===== src/design/pmgf_pkg.sv =====
// ----------------------------------------------------------------------------
// pmgf_pkg: shared types and constants of the pose median gate filter
// Widths, register indexes, channel payload types and the median helper.
// ----------------------------------------------------------------------------
package pmgf_pkg;

  localparam int unsigned Window   = 5;
  localparam int unsigned PosWidth = 24;
  localparam int unsigned RotWidth = 16;
  localparam int unsigned CfgWidth = 23;
  localparam int unsigned IdxWidth = 2;
  localparam int unsigned DataWidth = 32;
  localparam int unsigned QueueDepth = 2;

  typedef enum logic [IdxWidth-1:0] {
    REG_TOLERANCE = 2'd0,
    REG_REF_EN    = 2'd1,
    REG_BOUND_X   = 2'd2,
    REG_BOUND_Y   = 2'd3
  } reg_idx_e;

  typedef logic signed [PosWidth-1:0] pos_t;
  typedef logic signed [RotWidth-1:0] rot_t;

  typedef struct packed {
    logic mode;
    pos_t pos_x;
    pos_t pos_y;
    pos_t pos_z;
    rot_t quat_w;
    rot_t quat_x;
    rot_t quat_y;
    rot_t quat_z;
    logic sample_valid;
  } in_item_t;

  typedef struct packed {
    pos_t median_x;
    pos_t median_y;
    pos_t median_z;
    rot_t median_qw;
    rot_t median_qx;
    rot_t median_qy;
    rot_t median_qz;
    logic inside_area;
    logic reference_match;
    logic filtered_ok;
    logic raw_ok;
  } out_item_t;

  // Item handed from the front part to the back part.
  typedef struct packed {
    logic is_ref;
    pos_t med_x;
    pos_t med_y;
    pos_t med_z;
    rot_t med_qw;
    rot_t med_qx;
    rot_t med_qy;
    rot_t med_qz;
    pos_t ref_x;
    pos_t ref_y;
    logic last_valid;
  } work_t;

  typedef struct packed {
    logic [CfgWidth-1:0] tolerance;
    logic                ref_en;
    logic [CfgWidth-1:0] bound_x;
    logic [CfgWidth-1:0] bound_y;
  } cfg_t;

  // Median by rank count; every comparison is independent.
  function automatic logic signed [PosWidth-1:0] median5(
      input logic signed [Window-1:0][PosWidth-1:0] v);
    logic signed [PosWidth-1:0] res;
    int unsigned less;
    int unsigned eq;
    res = v[0];
    for (int i = Window - 1; i >= 0; i--) begin
      less = 0;
      eq = 0;
      for (int j = 0; j < Window; j++) begin
        if ($signed(v[j]) < $signed(v[i])) less++;
        else if (v[j] == v[i]) eq++;
      end
      if (less <= Window / 2 && Window / 2 < less + eq) res = v[i];
    end
    return res;
  endfunction

endpackage


===== src/design/pmgf_queue.sv =====
// ----------------------------------------------------------------------------
// pmgf_queue: short FIFO between front and back
// Two-entry register queue so each side stalls on its own.
// ----------------------------------------------------------------------------
module pmgf_queue (
  input  logic            clk_i,
  input  logic            rst_ni,
  input  logic            wr_valid_i,
  output logic            wr_ready_o,
  input  pmgf_pkg::work_t wr_data_i,
  output logic            rd_valid_o,
  input  logic            rd_ready_i,
  output pmgf_pkg::work_t rd_data_o
);

  localparam int unsigned D = pmgf_pkg::QueueDepth;
  localparam int unsigned PW = $clog2(D);

  pmgf_pkg::work_t    mem_q [D];
  logic [PW-1:0]      wp_q, rp_q;
  logic [PW:0]        cnt_q;
  logic               push, pop;

  assign wr_ready_o = cnt_q != (PW+1)'(D);
  assign rd_valid_o = cnt_q != '0;
  assign push = wr_valid_i && wr_ready_o;
  assign pop  = rd_valid_o && rd_ready_i;
  assign rd_data_o = mem_q[rp_q];

  always_ff @(posedge clk_i) begin
    if (push) mem_q[wp_q] <= wr_data_i;
  end

  always_ff @(posedge clk_i or negedge rst_ni) begin
    if (!rst_ni) begin
      wp_q <= '0; rp_q <= '0; cnt_q <= '0;
    end else begin
      if (push) wp_q <= (wp_q == PW'(D - 1)) ? '0 : wp_q + 1'b1;
      if (pop) rp_q <= (rp_q == PW'(D - 1)) ? '0 : rp_q + 1'b1;
      cnt_q <= cnt_q + (PW+1)'(push) - (PW+1)'(pop);
    end
  end

  a_cnt_range: assert property (@(posedge clk_i) disable iff (!rst_ni)
    cnt_q <= (PW+1)'(D)) else $error("queue count overflow");
  a_cnt_track: assert property (@(posedge clk_i) disable iff (!rst_ni)
    push && !pop |=> cnt_q == $past(cnt_q) + 1'b1) else $error("queue count slip");
  a_no_empty_pop: assert property (@(posedge clk_i) disable iff (!rst_ni)
    cnt_q == '0 |-> !pop) else $error("queue popped when empty");

endmodule


===== config.mk =====
export PLATFORM = sky130hd
export DESIGN_NAME = pmgf_queue
export DESIGN_NICKNAME = d
export VERILOG_FILES = /design/src/design/pmgf_pkg.sv /design/src/design/pmgf_queue.sv
export SDC_FILE = /design/constraint.sdc
export NUM_CORES = 1
export LEC_CHECK = 0
export BUFFER_PORTS_ARGS = -buffer_cell sky130_fd_sc_hd__buf_2
export CAP_MARGIN = 40
export CORE_ASPECT_RATIO = 1.5
export CORE_UTILIZATION = 50
export DETAILED_ROUTE_END_ITERATION = 12
export HOLD_SLACK_MARGIN = 0.12
export PLACE_DENSITY = 0.76
export REMOVE_ABC_BUFFERS = 1
export SLEW_MARGIN = 40
export SYNTH_ARGS = -nofsm -noshare
export SYNTH_HDL_FRONTEND = slang
export SYNTH_SLANG_ARGS = --single-unit

===== constraint.sdc =====
create_clock -name clk_i -period 11.2 [get_ports clk_i]
set_clock_uncertainty 0.1 [all_clocks]
set_input_delay 1.12 -clock clk_i [delete_from_list [all_inputs] [get_ports clk_i]]
set_output_delay 1.12 -clock clk_i [all_outputs]
set_load 0.02 [all_outputs]

Yosys cells after proc, flatten, opt, wreduce, memory -nomap -nowiden
Memory sizes are Yosys's and may differ from the RTL's. Cells that the tools add are included. Widths: inputs -> output; s select.

Register bits: 4. Memories: 1. Input port bits: 190. Memory bits (writable): 372. Output and inout port bits: 188. Logic and storage cells: 16.

Memory list: mem_q (words 2, width 186, read ports 1, clocked after Yosys merged registers in 0, wr ports 1, line pmgf_queue.sv:19) `pmgf_pkg::work_t mem_q [D];`.

Eq/ne operators: 1. Mux-type cells: 4. Reduce and logical (&&, ||, !) cells: 3. Add/sub/neg operators: 4.

Operator list (number): $mux 1 (4); $add 1x1->1 const B (2); $add 2x1->2 (1); $logic_and 1x1->1 (2); $ne 2x2->1 const B (1); $reduce_bool 2->1 (1); $sub 2x1->2 (1).

Depth between registers and ports, before layout
Depth in word-level cells: 4. Depth in mapped cells: 5. Gate-level depth less buffers: 5.

Least setup slack after synthesis
Ideal clock, no wire load.

Path kind: input to register. Start: input port wr_valid_i. End: memory mem_q[0][0] in the netlist's numbering, enable pin. Arrival time: 8.914 ns. Required time: 10.365 ns. Slack: 1.451 ns. Buffers on the path: 0. Stages on the path: 2. Library setup time: 0.735 ns. Cell sequence: nand2_1 > nor2_1.

Cells in the longest elaborated chain, start to end: 3.

RTL lines: from (decl) (line pmgf_queue.sv:8) `input logic wr_valid_i,`; $logic_and 1x1->1 (line pmgf_queue.sv:26) `assign push = wr_valid_i && wr_ready_o;`; $mux 1 (line pmgf_queue.sv:31) `if (push) mem_q[wp_q] <= wr_data_i;`; $mux 1 (not written as such) (line pmgf_queue.sv:31); to (decl) (line pmgf_queue.sv:19).

Every way passes these cells.

==> impl_metrics.toml <==
[run_status]
status = "completed"

[clock_tree]
htree_num_levels = 2
post_cts_buffers = 0
cts_resized = 0
cts.sink_count = 376
cts.reportedPaths.clkPinSlew_ps = 60
numCtsBuffers = 36
tritoncts = "done"
cts-root-buf = "clkbuf_16"
hold_buffers = 0
clk-insertion-delay-late_ps = 510
ctsLongestPathBuffers = 3

[yosys]
avgSynthCellArea_um2 = 23.6
syn_inst = 601
async_flop_share = 0.0106
synth_area_um2 = 14200
yosys_warnings = 0
synth-edff-count = 372
yosysUniqueCellTypes = 19
synth_seq_cells = 376
synth_top_cell_area_share = 0.788
synth.most_common_cell = "edfxtp_1"
synth_common_cells = "372 x edfxtp_1, 130 x mux2_4, 56 x mux2_2"
synth_top_cells_by_area = "edfxtp_1 79%, mux2_4 14%, mux2_2 4.4%"
seq_area_frac_synth = 0.795
yosysTopAreaCell = "edfxtp_1"
ys.flop_type = "edfxtp_1"

[sta]
min_period_over_period = 0.371
fin_crit_ps = 4160
tns_ps = 0
hold_viol = 0
rsz0062_at_grt = "false"
maxSlewHeadroom = 0.470
holdWs_ps = 314
setup_viol = 0
max_freq_mhz = 241
tightest_slew_ps = 796
drv_slew = 0
setup_slack_ps = 7040

[power_and_ir_drop]
power.density_nw_per_um2 = 278
vdd_drop_max_mv = 0.176
p_leak_uw = 0.00695
p_seq_frac = 0.412
internal_power_uw = 3350
switching_share = 0.316
power_frac_clock = 0.240
p_comb_frac = 0.348
netSwitchingPower_uw = 1550

[drt]
dr.pass1.iters = 4
post_drt_wl_per_cell_um = 20.0
viasPerCell = 5.09
drc = 0
drt_iter0_drc = 345
antenna_left = 0
vias = 7051
drt-total-wl_mm = 27.6

[grt]
grt_antenna_before_repair = 17
grt_overflow = 0
grt_pass1_vias = 7263
grt_first_pass_wirelength_mm = 40.3
grt_max_degree = 62
grt_usage = 0.188

[placement]
place_area_um2 = 16400
io_buffer_count = 377
pre_cts_ws_ps = 7290
gp_congestion = 0.797
dp_hpwl_mm = 19.2

[worst_setup_path]
start_kind = "flip-flop"
cpMostUsedCell = "buf_6"
required_ps = 9980
endpoint_kind = "primary output"
cp_slowest_stage_delay_ps = 650
crit_buf_inv = 3
cpLargestDelayFamily = "buffers and inverters"
path_cells = "buf_6 -> buf_6 -> mux2_2 -> buf_2"
critPathSlowestCell = "dfrtp_4"
cp_max_fo = 61
path_class = "flip-flop to primary output"
arrival_ps = 2940

[floorplanning]
die_h_um = 208
row_count = 75
die_w_um = 139
initial_core_util = 0.507
design.portCount = 378
dieArea_um2 = 29000
core_um2 = 28000

[final_layout]
drive_gt1_frac = 0.610
multi_input_comb_area_um2 = 2710
fin_area_um2 = 17600
syn_to_final_growth_pct = 24.2
nets = 1197
fillCellCount = 1953
seqCellArea_um2 = 11300

[hold_path]
min_path_type = "primary input to async pin"

[flow_run]
cap_violations = 0
[power by group through the flow]
| stage | Clock (µW) | Combinational [µW] | Sequential, µW |
|---|---|---|---|
| after floorplan | 0 | 1280 | 2210 |
| after global placement | 0 | 1700 | 2030 |
| after detailed placement | 0 | 1720 | 2050 |
| after CTS | 1210 | 1730 | 2020 |
| after global routing | 1250 | 1790 | 2040 |
| final | 1170 | 1700 | 2020 |
[layout by cell type (no fill, tap or decap), drive strengths merged]
cell	Yosys	layout
or2	1	1
clkinv	0	6
edfxtp	372	372
xnor2	3	3
a211oi	1	1
clkbuf	0	47
clkinvlp	0	1
nor2b	1	1
and3	1	1
nand2	2	2
mux2	186	186
nor2	3	3
dfrtp	4	4
diode	0	12
buf	21	388
a32oi	1	1
nand3	1	1
a21bo	1	1
bufinv	0	4
o21ai	1	1
ha	1	1
nand2b	1	1
[layout make-up]
type	count	share of cell area
Sequential cell	376	0.640
Clock inverter	11	0.00895
Timing Repair Buffer	388	0.115
Clock buffer	47	0.0558
Antenna cell	12	0.00171
Tap cell	346	0.0246
Multi-Input combinational cell	204	0.154
[cells by family after synthesis]
| family | after synthesis | share of synthesized area |
|---|---|---|
| buf+inv | 21 | 0.0145 |
| simple gates | 10 | 0.00344 |
| mux | 186 | 0.182 |
| compound gates | 4 | 0.00221 |
| xor+xnor | 3 | 0.00185 |
| fa+ha+maj | 1 | 0.000882 |
| flops | 376 | 0.795 |
[per-stage QoR]
stage,total power [µW],util,cells
2_1_floorplan,3500,-,580
3_3_place_gp,3730,0.585,1311
3_5_place_dp,3770,0.588,1314
4_1_cts,4960,0.628,1372
5_1_grt,5090,0.630,1382
6_report,4890,0.630,1384
[flip-flops by register name (all words and copies together), names as in the netlist]
register,cells
cnt_q,2
mem_q,372
rp_q,1
wp_q,1
[worst reg2reg max path, stage by stage (launching register included)]
cell and delay (ps):
dfrtp_1 430, nand2b_1 210, nand2_1 140, nor2_4 430, buf_4 650, buf_4 680
[final timing paths]
path | from | endpoint | slack, ps | depth (start not counted)
max in group asynchronous | rst_ni | rp_q$_DFFE_PN0P_ | 10520 | 1
worst min register to register | wp_q$_DFFE_PN0P_ | wp_q$_DFFE_PN0P_ | 470 | 1
min in group clk_i | wp_q$_DFFE_PN0P_ | wp_q$_DFFE_PN0P_ | 470 | 1
worst max register to register | cnt_q[0]$_DFF_PN0_ | mem_q[0][24]$_DFFE_PP_ | 8140 | 5
worst max-delay path | rp_q$_DFFE_PN0P_ | rd_data_o[182] | 7040 | 4
worst min-delay path | rst_ni | wp_q$_DFFE_PN0P_ | 310 | 1
[layer usage]
layer / global-route usage / wire [µm] / part of all wire / vias to the layer above
li1: - / - / - / 3215
met1: 0.193 / 9650 / 0.35 / 3486
met2: 0.340 / 15000 / 0.54 / 270
met3: 0.0534 / 1800 / 0.065 / 70
met4: 0.109 / 1140 / 0.041 / 10
met5: 0 / 70 / 0.0025 / -
Note: power is estimated with default switching activity, not from simulation.
